### src/sv/cfd_pkg.sv
// Shared constants and types for the control frame deframer.
package cfd_pkg;

  localparam logic [7:0]  HDR_D          = 8'h44;
  localparam logic [7:0]  HDR_S          = 8'h53;
  localparam logic [15:0] COUNT_MAX      = 16'hffff;
  localparam logic [15:0] MIN_LEN_RESET  = 16'd14;
  localparam int          CFG_ADDR_W     = 3;
  localparam int          CFG_DATA_W     = 32;

  // Byte offsets inside a frame
  localparam logic [15:0] POS_HDR0       = 16'd0;
  localparam logic [15:0] POS_HDR1       = 16'd1;
  localparam logic [15:0] POS_HDR2       = 16'd2;
  localparam logic [15:0] POS_HDR3       = 16'd3;
  localparam logic [15:0] POS_TYPE       = 16'd4;
  localparam logic [15:0] POS_LEN_HI     = 16'd5;
  localparam logic [15:0] POS_LEN_LO     = 16'd6;
  localparam logic [15:0] POS_PAYLOAD_A  = 16'd11;
  localparam logic [15:0] POS_PAYLOAD_B  = 16'd12;
  localparam logic [15:0] HDR_BYTES      = 16'd4;

  // Register word index
  localparam logic REG_MIN_LEN = 1'b0;

  typedef enum logic [1:0] {
    STATUS_OK       = 2'd0,
    STATUS_BAD_HDR  = 2'd1,
    STATUS_BAD_LEN  = 2'd2,
    STATUS_BAD_CSUM = 2'd3
  } frame_status_t;

endpackage

### src/sv/cfd_regs.sv
// Configuration register file with its APB-style access port.
module cfd_regs
  import cfd_pkg::*;
(
  input  logic                  clk,
  input  logic                  rst_n,
  input  logic                  cfg_psel,
  input  logic                  cfg_penable,
  input  logic                  cfg_pwrite,
  input  logic [CFG_ADDR_W-1:0] cfg_paddr,
  input  logic [CFG_DATA_W-1:0] cfg_pwdata,
  output logic [CFG_DATA_W-1:0] cfg_prdata,
  output logic                  cfg_pready,
  output logic [15:0]           min_len
);

  logic [15:0] min_len_r;
  logic [15:0] min_len_nxt;
  logic        wr_en;

  // Complete a write in the access phase
  assign wr_en = cfg_psel && cfg_penable && cfg_pwrite;

  always_comb begin
    min_len_nxt = min_len_r;
    if (wr_en && (cfg_paddr[CFG_ADDR_W-1] == REG_MIN_LEN)) begin
      min_len_nxt = cfg_pwdata[15:0];
    end
  end

  always_ff @(posedge clk) begin
    if (!rst_n) begin
      min_len_r <= MIN_LEN_RESET;
    end else begin
      min_len_r <= min_len_nxt;
    end
  end

  // Return the register on reads, zero elsewhere
  always_comb begin
    cfg_prdata = '0;
    if (cfg_paddr[CFG_ADDR_W-1] == REG_MIN_LEN) begin
      cfg_prdata = {{(CFG_DATA_W-16){1'b0}}, min_len_r};
    end
  end

  assign cfg_pready = 1'b1;
  assign min_len    = min_len_r;

endmodule

### src/sv/control_frame_deframer.sv
// Top level: byte-wise control frame checker with registered result.
//
//  channel  | direction | handshake              | payload
//  ---------+-----------+------------------------+---------------------------------
//  in_      | input     | in_valid / in_ready    | rx_byte, end_of_frame
//  out_     | output    | out_valid / out_ready  | status, type fields, payload
//  cfg_     | input     | APB psel/penable       | min_frame_length at offset 0
//
// One byte is taken per cycle while in_ready is high; frame state updates at the accepting edge.
// The final byte's result is captured into the output register at the edge that accepts it.
// A byte that is not the last is taken even while a result waits; a last
// byte waits only while the output register is full and not being drained.
// Synchronous active-low reset clears frame state and the output valid.
module control_frame_deframer
  import cfd_pkg::*;
(
  input  logic                  clk,
  input  logic                  rst_n,
  input  logic                  in_valid,
  output logic                  in_ready,
  input  logic [7:0]            in_rx_byte,
  input  logic                  in_end_of_frame,
  output logic                  out_valid,
  input  logic                  out_ready,
  output logic [1:0]            out_frame_status,
  output logic [2:0]            out_message_kind,
  output logic [2:0]            out_data_kind,
  output logic [1:0]            out_device_kind,
  output logic [7:0]            out_payload_first,
  output logic [7:0]            out_payload_second,
  input  logic                  cfg_psel,
  input  logic                  cfg_penable,
  input  logic                  cfg_pwrite,
  input  logic [CFG_ADDR_W-1:0] cfg_paddr,
  input  logic [CFG_DATA_W-1:0] cfg_pwdata,
  output logic [CFG_DATA_W-1:0] cfg_prdata,
  output logic                  cfg_pready
);

  logic [15:0]   min_len;

  logic [15:0]   byte_count_r,  byte_count_nxt;
  logic [7:0]    sum_r,         sum_nxt;
  logic          hdr_good_r,    hdr_good_nxt;
  logic [7:0]    type_r,        type_nxt;
  logic [15:0]   decl_len_r,    decl_len_nxt;
  logic [7:0]    pay_a_r,       pay_a_nxt;
  logic [7:0]    pay_b_r,       pay_b_nxt;

  logic          out_valid_r,   out_valid_nxt;
  frame_status_t status_r,      status_nxt;
  logic [7:0]    res_type_r;
  logic [7:0]    res_pay_a_r;
  logic [7:0]    res_pay_b_r;

  logic          in_fire;
  logic          last_fire;
  logic [15:0]   cnt_sat;

  cfd_regs u_regs (
    .clk         (clk),
    .rst_n       (rst_n),
    .cfg_psel    (cfg_psel),
    .cfg_penable (cfg_penable),
    .cfg_pwrite  (cfg_pwrite),
    .cfg_paddr   (cfg_paddr),
    .cfg_pwdata  (cfg_pwdata),
    .cfg_prdata  (cfg_prdata),
    .cfg_pready  (cfg_pready),
    .min_len     (min_len)
  );

  // Stall only a final byte, and only while the result slot stays full
  assign in_ready  = !in_end_of_frame || !out_valid_r || out_ready;
  assign in_fire   = in_valid && in_ready;
  assign last_fire = in_fire && in_end_of_frame;

  // Advance the byte counter, holding at its top value
  assign cnt_sat = (byte_count_r == COUNT_MAX) ? byte_count_r : byte_count_r + 16'd1;

  // Capture header, type, length and payload fields by position
  always_comb begin
    hdr_good_nxt = hdr_good_r;
    type_nxt     = type_r;
    decl_len_nxt = decl_len_r;
    pay_a_nxt    = pay_a_r;
    pay_b_nxt    = pay_b_r;
    unique case (byte_count_r)
      POS_HDR0, POS_HDR2: begin
        if (in_rx_byte != HDR_D) hdr_good_nxt = 1'b0;
      end
      POS_HDR1, POS_HDR3: begin
        if (in_rx_byte != HDR_S) hdr_good_nxt = 1'b0;
      end
      POS_TYPE:      type_nxt            = in_rx_byte;
      POS_LEN_HI:    decl_len_nxt[15:8]  = in_rx_byte;
      POS_LEN_LO:    decl_len_nxt[7:0]   = in_rx_byte;
      POS_PAYLOAD_A: pay_a_nxt           = in_rx_byte;
      POS_PAYLOAD_B: pay_b_nxt           = in_rx_byte;
      default: ;
    endcase
  end

  // Judge header, then length, then checksum
  always_comb begin
    if (!hdr_good_nxt || (cnt_sat < HDR_BYTES)) begin
      status_nxt = STATUS_BAD_HDR;
    end else if ((cnt_sat < min_len) || (cnt_sat != decl_len_nxt)) begin
      status_nxt = STATUS_BAD_LEN;
    end else if (sum_r != in_rx_byte) begin
      status_nxt = STATUS_BAD_CSUM;
    end else begin
      status_nxt = STATUS_OK;
    end
  end

  assign sum_nxt        = sum_r + in_rx_byte;
  assign byte_count_nxt = cnt_sat;

  // Update frame state; drop it back to reset after the final byte
  always_ff @(posedge clk) begin
    if (!rst_n) begin
      byte_count_r <= '0;
      sum_r        <= '0;
      hdr_good_r   <= 1'b1;
      type_r       <= '0;
      decl_len_r   <= '0;
      pay_a_r      <= '0;
      pay_b_r      <= '0;
    end else if (last_fire) begin
      byte_count_r <= '0;
      sum_r        <= '0;
      hdr_good_r   <= 1'b1;
      type_r       <= '0;
      decl_len_r   <= '0;
      pay_a_r      <= '0;
      pay_b_r      <= '0;
    end else if (in_fire) begin
      byte_count_r <= byte_count_nxt;
      sum_r        <= sum_nxt;
      hdr_good_r   <= hdr_good_nxt;
      type_r       <= type_nxt;
      decl_len_r   <= decl_len_nxt;
      pay_a_r      <= pay_a_nxt;
      pay_b_r      <= pay_b_nxt;
    end
  end

  // Hold the result until the output transaction completes
  always_comb begin
    out_valid_nxt = out_valid_r;
    if (last_fire) begin
      out_valid_nxt = 1'b1;
    end else if (out_ready) begin
      out_valid_nxt = 1'b0;
    end
  end

  always_ff @(posedge clk) begin
    if (!rst_n) begin
      out_valid_r <= 1'b0;
    end else begin
      out_valid_r <= out_valid_nxt;
    end
  end

  always_ff @(posedge clk) begin
    if (last_fire) begin
      status_r    <= status_nxt;
      res_type_r  <= type_nxt;
      res_pay_a_r <= pay_a_nxt;
      res_pay_b_r <= pay_b_nxt;
    end
  end

  assign out_valid          = out_valid_r;
  assign out_frame_status   = status_r;
  assign out_message_kind   = res_type_r[7:5];
  assign out_data_kind      = res_type_r[4:2];
  assign out_device_kind    = res_type_r[1:0];
  assign out_payload_first  = res_pay_a_r;
  assign out_payload_second = res_pay_b_r;

endmodule

### config.mk
export PLATFORM = sky130hd
export DESIGN_NAME = control_frame_deframer
export DESIGN_NICKNAME = d
export VERILOG_FILES = /design/src/sv/cfd_pkg.sv /design/src/sv/cfd_regs.sv /design/src/sv/control_frame_deframer.sv
export SDC_FILE = /design/constraint.sdc
export NUM_CORES = 1
export LEC_CHECK = 0
export BUFFER_PORTS_ARGS = -buffer_cell sky130_fd_sc_hd__buf_4
export CORE_ASPECT_RATIO = 1.4
export CORE_MARGIN = 5
export CORE_UTILIZATION = 45
export CTS_BUF_LIST = sky130_fd_sc_hd__clkbuf_8
export CTS_CLUSTER_DIAMETER = 30
export DETAILED_ROUTE_END_ITERATION = 7
export HOLD_SLACK_MARGIN = 0.12
export PLACE_DENSITY = 0.65
export SYNTH_ARGS = -nofsm -noshare
export SYNTH_HDL_FRONTEND = slang
export SYNTH_SLANG_ARGS = --single-unit
### constraint.sdc
create_clock -name clk -period 3.8 [get_ports clk]
set_clock_uncertainty 0.15 [all_clocks]
set_input_delay 0.38 -clock clk [delete_from_list [all_inputs] [get_ports clk]]
set_output_delay 0.38 -clock clk [all_outputs]
set_load 0.03 [all_outputs]
==> After elaboration in Yosys (flattened, before gate mapping) <==
Cells that the tools add are included.
{ "word_totals": {"wordCells": 63, "register_bits": 108, "output_inout_bits": 61} }
{ "classes": {"n_bitwise": 2, "reduce_logical": 17, "n_addsub": 2, "n_lt_le_gt_ge": 2, "eq_ne": 13, "mux": 14} }
{ "op_table": {"columns": ["op", "count"], "rows": [
  ["$eq 16x3->1 const B", 3],
  ["$mux 8", 5],
  ["$eq 16x2->1 const B", 2],
  ["$eq 16x4->1 const B", 2],
  ["$mux 16", 2],
  ["$add 16x1->16 const B", 1],
  ["$eq 16x1->1 const B", 1],
  ["$eq 16x16->1 const B", 1],
  ["$logic_not 16->1", 1],
  ["$lt 16x16->1", 1],
  ["$lt 16x3->1 const B", 1],
  ["$ne 16x16->1", 1],
  ["$ne 8x7->1 const B", 2],
  ["$add 8x8->8", 1],
  ["$ne 8x8->1", 1],
  ["$reduce_or 2->1", 3],
  ["$logic_and 1x1->1", 5],
  ["$logic_or 1x1->1", 4],
  ["$mux 1", 4],
  ["$mux 2", 2],
  ["$logic_not 1->1", 3],
  ["$not 1->1", 2],
  ["$pmux 1 s2", 1],
  ["$reduce_bool 2->1", 1]
]} }

==> Depth between registers and ports, before layout <==
Gate-level depths: netlist of the first run.
{ "logic_depth": {"word_depth": 6, "depth_mapped": 15, "depth_no_buf": 14} }

==> By module <==
Synthesis of the first run repeated with hierarchy kept, for this count alone.
{ "unflattened": {"hier_cells": 718, "hier_area_um2": 6238.5} }
{ "by_module_without_submodules": {"columns": ["module", "cells_per_inst", "seq_area_each_um2", "area_each_um2", "instances"], "rows": [
  ["control_frame_deframer", 612, 2102.0, 5316.3, 1],
  ["cfd_regs", 106, 320.3, 922.1, 1]
]} }

==> Worst setup path before layout of the first run <==
Ideal clock, no wire load.
{ "synth_timing": {"path_kind": "reg-to-reg", "start": "register byte_count_r[1]", "end": "register status_r[1], in the netlist out_frame_status[1] (data pin)", "arrival_time_ps": 3495, "n_path_buf": 1, "setup_time_ps": 264, "path_slack_ps": -108, "path_stages_with_launch": 16, "period_less_slack_ps": 3908, "t_required_ps": 3386, "cell_sequence": "dfxtp_1 ha_1 nand4_1 nor4_1 clkbuf_1 nor2_1 xnor2_1 inv_1 ha_1 a21oi_1 o21ai_0 nor3_1 o31a_1 nor4_1 o211ai_1 o41a_1"} }
{ "synth_via": {"elab_chain_len": 5, "word_cells_on_any_way": 21, "cone_classes": "add/sub (1); order compare (2); eq/ne (7); mux (5); reduce/logical (6)"} }
{ "synth_lines": {"columns": ["element", "line_no", "source"], "rows": [
  ["start, declared", "control_frame_deframer.sv:42", "logic [15:0] byte_count_r, byte_count_nxt;"],
  ["start signal, assigned", "control_frame_deframer.sv:139", "byte_count_r <= byte_count_nxt;"],
  ["$add 16x1->16 / $eq 16x16->1 (equally long branches)", "control_frame_deframer.sv:79", "assign cnt_sat = (byte_count_r == COUNT_MAX) ? byte_count_r : byte_count_r + 16'd1;"],
  ["$mux 16 (*)", "control_frame_deframer.sv:79", null],
  ["via byte_count_nxt[5]", "control_frame_deframer.sv:42", null],
  ["$lt 16x16->1 / $ne 16x16->1 (equally long branches)", "control_frame_deframer.sv:108", "end else if ((cnt_sat < min_len) || (cnt_sat != decl_len_nxt)) begin"],
  ["$logic_or 1x1->1", "control_frame_deframer.sv:108", null],
  ["$mux 2", "control_frame_deframer.sv:108", null],
  ["end signal, assigned", "control_frame_deframer.sv:169", "status_r <= status_nxt;"],
  ["end, declared", "control_frame_deframer.sv:51", "frame_status_t status_r, status_nxt;"]
]} }
Mark *: on every way through the listed nets, which the timed path passes. The rest lies on a longest branch.
A chain may end at the register's enable or synchronous reset.

==> Worst setup path after layout of the first run <==
Same ends and word-level chain as after synthesis.

==> results of run 1 <==
-- layout make-up --
type,count,share of cell area
clock buffers,9,0.0170
clock inverters,7,0.00823
inverters,34,0.0175
multi-input cells,529,0.449
flip-flops and latches,108,0.332
well taps,182,0.0312
repair buffers,134,0.145
-- layout by cell type, fill, tap and decap left out, types with 6 or more instances in the layout --
master / netlist / final
sky130_fd_sc_hd__nand3_1: 7 / 7
sky130_fd_sc_hd__inv_1: 34 / 34
sky130_fd_sc_hd__clkbuf_8: 0 / 9
sky130_fd_sc_hd__edfxtp_1: 26 / 26
sky130_fd_sc_hd__dlygate4sd3_1: 0 / 16
sky130_fd_sc_hd__dfxtp_1: 82 / 82
sky130_fd_sc_hd__buf_4: 17 / 117
sky130_fd_sc_hd__xnor2_1: 17 / 17
sky130_fd_sc_hd__mux2_2: 26 / 26
sky130_fd_sc_hd__xor2_1: 9 / 9
sky130_fd_sc_hd__nand4_1: 7 / 7
sky130_fd_sc_hd__nor3_1: 16 / 16
sky130_fd_sc_hd__a21boi_0: 16 / 16
sky130_fd_sc_hd__nor4_1: 12 / 8
sky130_fd_sc_hd__o21ai_0: 12 / 10
sky130_fd_sc_hd__mux2i_1: 19 / 19
sky130_fd_sc_hd__a21oi_1: 72 / 72
sky130_fd_sc_hd__nand2_1: 151 / 150
sky130_fd_sc_hd__nor2_1: 41 / 41
sky130_fd_sc_hd__ha_1: 24 / 24
sky130_fd_sc_hd__nor2b_1: 7 / 7
sky130_fd_sc_hd__conb_1: 2 / 17
sky130_fd_sc_hd__nand2b_1: 6 / 6
-- how the worst min path moves through the flow --
| stage | startpoint | to | slack [ps] | cells after the start |
|---|---|---|---|---|
| detailed placement | decl_len_r[9]$_SDFFE_PP0P_ | decl_len_r[9]$_SDFFE_PP0P_ | 300 | 2 |
| floorplan | decl_len_r[3]$_SDFFE_PP0P_ | decl_len_r[3]$_SDFFE_PP0P_ | 280 | 2 |
| global placement | decl_len_r[3]$_SDFFE_PP0P_ | decl_len_r[3]$_SDFFE_PP0P_ | 290 | 2 |
| global route | rst_n | u_regs.min_len[1]$_SDFFE_PN1P_ | 140 | 2 |
| CTS | rst_n | u_regs.min_len[1]$_SDFFE_PN1P_ | 130 | 2 |
| finish | rst_n | u_regs.min_len[1]$_SDFFE_PN1P_ | 140 | 2 |
-- metrics by stage --
stage	cells	setup slack, ps	instance area (um2)	utilization	total power [mW]
final	1003	161	7300	0.550	2.19
after global routing	1003	5.02	7300	0.550	2.28
after CTS	1001	56.3	7280	0.549	2.20
after detailed placement	969	13.7	6930	0.522	1.52
after global placement	969	120	6930	0.522	1.51
after floorplan	728	60.1	6100	-	1.43
-- metal layers --
metal	GRT usage	part of all wire
met1	0.218	0.40
met2	0.381	0.54
met3	0.0273	0.033
met4	0.0884	0.029
met5	0	0
-- cell usage after synthesis (all sizes together), types with 17 or more instances --
| cell type | number | area (um2) |
|---|---|---|
| a21oi | 72 | 360 |
| nor2 | 41 | 154 |
| edfxtp | 26 | 781 |
| inv | 34 | 128 |
| buf | 27 | 185 |
| nand2 | 151 | 567 |
| mux2 | 26 | 293 |
| dfxtp | 82 | 1640 |
| mux2i | 20 | 204 |
| ha | 24 | 300 |
| xnor2 | 17 | 149 |
| clkbuf | 30 | 113 |
-- power groups by stage --
stage               logic [mW]  registers [mW]  clock network [mW]
global placement         0.281            1.23                   0
floorplan                0.180            1.25                   0
CTS                      0.305            1.21               0.689
detailed placement       0.290            1.23                   0
global route             0.331            1.21               0.735
finish                   0.304            1.21               0.675
-- sequential cells by signal, summed over array words and instances (netlist names) --
signal and count:
pay_a_r 8, u_regs.min_len 16, res_type_r 8, out_valid 1, byte_count_r 16, decl_len_r 16
hdr_good_r 1, pay_b_r 8, out_payload_second 8, out_payload_first 8, sum_r 8, type_r 8
out_frame_status 2
-- cell families after synthesis --
logic type                 after synthesis  share of synthesized area
AOI/OAI and AO/OA                      130                      0.131
other                                    2                    0.00124
DFF                                    108                      0.401
xor gates and xnor gates                27                     0.0414
and+or+nand+nor                        284                      0.220
buffers and inverters                   91                     0.0704
adders and majority gates               25                     0.0530
muxes                                   46                     0.0822
-- timing repair --
action	in CTS	in global routing
gates resized for setup	1	3
hold buffers	16	0
endpoints found under the hold margin	16	0
cloned	0	0
setup buffers	0	2
pin swaps	0	1
setup endpoints to repair	1	2
-- critical path: stages, from the launching register on --
cell                       delay [ps]
sky130_fd_sc_hd__dfxtp_1          370
sky130_fd_sc_hd__ha_1             180
sky130_fd_sc_hd__nand4_1          170
sky130_fd_sc_hd__buf_4            220
sky130_fd_sc_hd__or3_1            390
sky130_fd_sc_hd__a41oi_1          310
sky130_fd_sc_hd__ha_1             190
sky130_fd_sc_hd__nand2_1           60
sky130_fd_sc_hd__o21ai_1          170
sky130_fd_sc_hd__nor3_1            60
sky130_fd_sc_hd__o31a_1           120
sky130_fd_sc_hd__nor4_2           330
sky130_fd_sc_hd__o211ai_1         170
sky130_fd_sc_hd__o41a_1           490
==> run summary, run 1 <==
Number of enable-type register cells in the synthesized netlist = 26
Fill cells = 1,252
Post-detail-place hpwl = 11,800 um
Remaining routing DRC violations = 0
Largest voltage drop on the vdd net = 166 uV
Setup repair after global routing missed its margin = no
Design internal power = 1.56 mW
Reg-to-reg startpoint = byte_count_r[1]$_SDFFE_PP0P_
CP Max Fanout = 8
Portion of the post-synthesis area used by sequential elements = 0.401
Synthesized flop and latch total = 108
Yosys warning count = 0
Reg-to-Reg End = out_frame_status[1]$_SDFFCE_PP0P_
Source-to-sink clock delay at the later pin of the worst-skew pair = 380 ps
Register-to-register setup slack = 160 ps
Final-report hold violation count = 0
Result of the run = finished clean
Aggregate global-route resource usage = 0.201
Die height = 147 um
Startpoint kind of the worst setup timing path = flop
First-iteration detailed-routing DRC count = 219
Final critical-path required period = 3640 ps
Minimum hold slack = 144 ps
Number of buffers between clock root and the deepest sink = 2
Effective utilization at floorplan = 0.455
Switching power as a share of total power = 0.288
WP data required = 3770 ps
Wirelength, routed = 15,900 um
Die Area = 0.0159 mm2
Slew HR = 0.301
Clock tree from TritonCTS = yes
Mean area per synthesized cell = 8.47 um2
Sequential cell area = 0.00242 mm2
Number of antenna cells inserted = 0
Kind of path behind the tightest hold check = input port to flop
Fraction of layout cells with a size suffix above 1 = 0.210
Number of distinct library cells after synthesis = 62
Layout net count = 892
Lkg Pwr = 2.89 nW
Num Clock Sinks = 108
Crit path capture = out_frame_status[1]$_SDFFCE_PP0P_
Area delta synth->final = 20.8%
Cells after synthesis = 713
Kind of capture point of the worst setup path = flop
Total vias in the final route = 5,303
Combined area of the multi-input logic cells = 0.00328 mm2
Asr flop ratio synth = 0
Final setup violation count = 0
Depth of the most critical reg-to-reg path = 13
Post-detailed-route wirelength per cell = 15.8 um
First-pass GRT wire length = 25,500 um
Number of global-route vias before repair = 5,339
CTS Root Cell = sky130_fd_sc_hd__clkbuf_8
CTS HTree Levels = 3
Remaining number of nets flagged by the antenna check after routing = 0
Most used flip-flop cell after synthesis = sky130_fd_sc_hd__dfxtp_1
Std-Cell Rows = 50
Setup TNS = 0 ps
Average via count per standard cell = 5.29
Total power density per cell area = 299 mW/mm2
I/O Buffers = 76
Sequential share of power = 0.552
Global route total overflow = 0
Clk pin slew, worst setup/hold paths = 110 ps
Max-cap violations = 0
Pin count of the biggest net entering global routing = 40
Antenna violations before repair = 0
Crit path launch = byte_count_r[1]$_SDFFE_PP0P_
Fin crit share = 0.958
Die boundary width = 108 um
Relative contribution of the clock network to total power = 0.309
Fmax = 275 MHz
DR pass1 iterations = 4
Count of pins over their slew limit = 0
CP arrival = 3610 ps
Slew at the pin closest to its max-slew limit = 1050 ps
Global placement routability congestion = 0.853
CORE AREA = 0.0133 mm2
I/O pin total = 112
Critical path start-end classification = flop to flop
Comb pwr share = 0.139
Switching power = 628 uW
Number of buffers added by the clock tree synthesis step = 9
Post-synth design cell area = 0.00604 mm2
Power figures use the tool's default switching activity.
==> run 2: changes to the inputs <==
CAP_MARGIN = 10   (was unset)
REMOVE_ABC_BUFFERS = 1   (was unset)
SLEW_MARGIN = 20   (was unset)
==> run 2 against run 1 <==
Worst hold slack worse by 8.5 ps. Combinational power about the same. Via count down 0.45%. Count of clock-buffer cells in the layout unchanged. Critical path depth unchanged. Global-route usage about the same. Core utilization up 0.26 points. Routed wire length down 0.66%. Sequential share of layout area down 0.056 points. Die area unchanged. Largest power group unchanged. First-iteration DRC count up 30%. Maximum frequency down 0.42%.
==> run summary, run 2 (same netlist as run 1, synthesis figures left out) <==
Kind of capture point of the worst setup path = flop
Most frequent standard cell in the layout excluding fill and tap cells = sky130_fd_sc_hd__nand2_1
Most frequent cells in the layout = 150 x sky130_fd_sc_hd__nand2_1, 112 x sky130_fd_sc_hd__buf_4, 76 x sky130_fd_sc_hd__dfxtp_1
WP data required = 3840 ps (+70 ps)
Source-to-sink clock delay at the later pin of the worst-skew pair = 390 ps (about the same)
Die height = 147 um (unchanged)
Antenna violations before repair = 0 (unchanged)
CTS HTree Levels = 3 (unchanged)
First-iteration detailed-routing DRC count = 284 (+30%)
Std-Cell Rows = 50 (unchanged)
Wirelength, routed = 15,800 um (-0.66%)
Remaining routing DRC violations = 0 (unchanged)
Area delta synth->final = 21.4%
Aggregate global-route resource usage = 0.201 (-0.000384)
CP max stage delay = 520 ps (+30 ps)
CP Max Fanout = 8 (unchanged)
Die boundary width = 108 um (unchanged)
Global route total overflow = 0 (unchanged)
Fmax = 274 MHz (-0.42%)
Slew at the pin closest to its max-slew limit = 1060 ps (+16.8 ps)
Total vias in the final route = 5,279 (-0.45%)
CORE AREA = 0.0133 mm2 (unchanged)
Final critical-path required period = 3650 ps (+15.3 ps)
Max-cap violations = 0 (unchanged)
Slowest stage cell on the critical path = sky130_fd_sc_hd__dfxtp_1
Layout net count = 889 (-0.34%)
Count of pins over their slew limit = 0 (unchanged)
Total power density per cell area = 305 mW/mm2 (+1.7%)
Largest delay share family, worst path = compound AO/OA/AOI/OAI gates
I/O pin total = 112 (unchanged)
Startpoint kind of the worst setup timing path = flop
Result of the run = finished clean
Setup repair after global routing missed its margin = no
Largest voltage drop on the vdd net = 179 uV (+8.0%)
CP arrival = 3700 ps (+90 ps)
Number of antenna cells inserted = 0 (unchanged)
Global placement routability congestion = 0.918 (+7.6%)
Num Clock Sinks = 108 (unchanged)
Clock tree from TritonCTS = yes
Clk pin slew, worst setup/hold paths = 120 ps (about the same)
Remaining number of nets flagged by the antenna check after routing = 0 (unchanged)
Number of buffers between clock root and the deepest sink = 2 (unchanged)
Area of all placed cells without fillers = 0.00733 mm2 (+0.48%)
Final Instance Count excl. Fillers = 1,000 (-0.30%)
Crit path cell chain = nand3_1 -> buf_4 -> nor4_2 -> mux2i_1 -> inv_1 -> ha_1 -> and4_2 -> nand2_1 -> a221o_1 -> o21ai_0 -> o211ai_1 -> buf_4 -> o31ai_1
Count of buffer and inverter cells on the critical path = 3 (+2)
Instance area at placement = 0.00686 mm2 (-0.96%)
I/O Buffers = 76 (unchanged)
First-pass GRT wire length = 25,800 um (+1.1%)
Critical path start-end classification = flop to flop
Fraction of layout cells with a size suffix above 1 = 0.218 (+0.00810)
Fin crit share = 0.962 (+0.00404)
Post-detail-place hpwl = 11,400 um (-2.7%)
CTS Root Cell = sky130_fd_sc_hd__clkbuf_8
Number of buffers added by the clock tree synthesis step = 9 (unchanged)
Pin count of the biggest net entering global routing = 40 (unchanged)
Post-detailed-route wirelength per cell = 15.8 um (-0.36%)
Kind of path behind the tightest hold check = input port to flop
Average via count per standard cell = 5.28 (-0.15%)
Dominant cell type by count on the critical path = sky130_fd_sc_hd__buf_4
Effective utilization at floorplan = 0.455 (unchanged)
Dpl cells = 961 (-0.83%)
Setup TNS = 0 ps (unchanged)
DR pass1 iterations = 5 (+1)
Lkg Pwr = 2.91 nW (+0.44%)
Number of global-route vias before repair = 5,143 (-3.7%)
Die Area = 0.0159 mm2 (unchanged)
Final setup violation count = 0 (unchanged)
Final-report hold violation count = 0 (unchanged)
Slew HR = 0.291 (-0.0103)
-- run 2: layout make-up --
type,instances,area (um2)
fill,1218,5930
multi-input combinational,529,3290
sequential,108,2430
timing repair buffer,131,1040
tap,182,228
inverter,34,128
clock buffer,9,124
clock inverter,7,86.3
-- run 2: final timing paths --
path	from	to	slack (ps)	depth (start not counted)
worst max-delay path	byte_count_r[6]$_SDFFE_PP0P_	out_frame_status[0]$_SDFFCE_PP1P_	150	13
worst max register to register	byte_count_r[6]$_SDFFE_PP0P_	out_frame_status[0]$_SDFFCE_PP1P_	150	13
worst min register to register	pay_a_r[0]$_SDFFE_PP0P_	pay_a_r[0]$_SDFFE_PP0P_	310	2
worst min-delay path	rst_n	u_regs.min_len[3]$_SDFFE_PN1P_	140	2
-- run 2: through the flow --
step / worst slack, ps / power [mW] / hold slack [ps] / utilization
global placement: 165 / 1.51 / 288 / 0.517
detailed placement: 105 / 1.52 / 296 / 0.517
floorplan: -796 / 1.40 / 278 / -
CTS: 39.9 / 2.25 / 126 / 0.546
global route: 0.205 / 2.33 / 149 / 0.553
finish: 145 / 2.23 / 136 / 0.553
-- run 2: worst register-to-register path: cells and delay by family (launching register included) --
kind	cells	cell delay, ps
compound gates	4	880
mux	1	300
flops	1	520
buf+inv	3	480
simple gates	4	860
fa+ha+maj	1	290
-- run 2: repair_timing --
| action | 4_1_cts | 5_1_grt |
|---|---|---|
| setup buffers | 0 | 6 |
| resized for setup | 0 | 14 |
| hold buffers | 17 | 0 |
| hold endpoints to repair | 17 | 0 |
| endpoints found under the setup margin | 0 | 2 |
-- run 2: layer usage --
layer | GRT usage | up-vias | wire, um | part of all wire
met5 | 0 | - | 0 | 0
met4 | 0.0954 | 0 | 504 | 0.032
met3 | 0.0273 | 31 | 786 | 0.050
met2 | 0.361 | 182 | 8250 | 0.52
met1 | 0.232 | 2437 | 6220 | 0.39
li1 | - | 2629 | - | -
-- run 2: report_power, final --
group | internal [mW] | switching [mW]
logic | 0.112 | 0.189
registers | 1.20 | 0.0110
clock network | 0.269 | 0.457
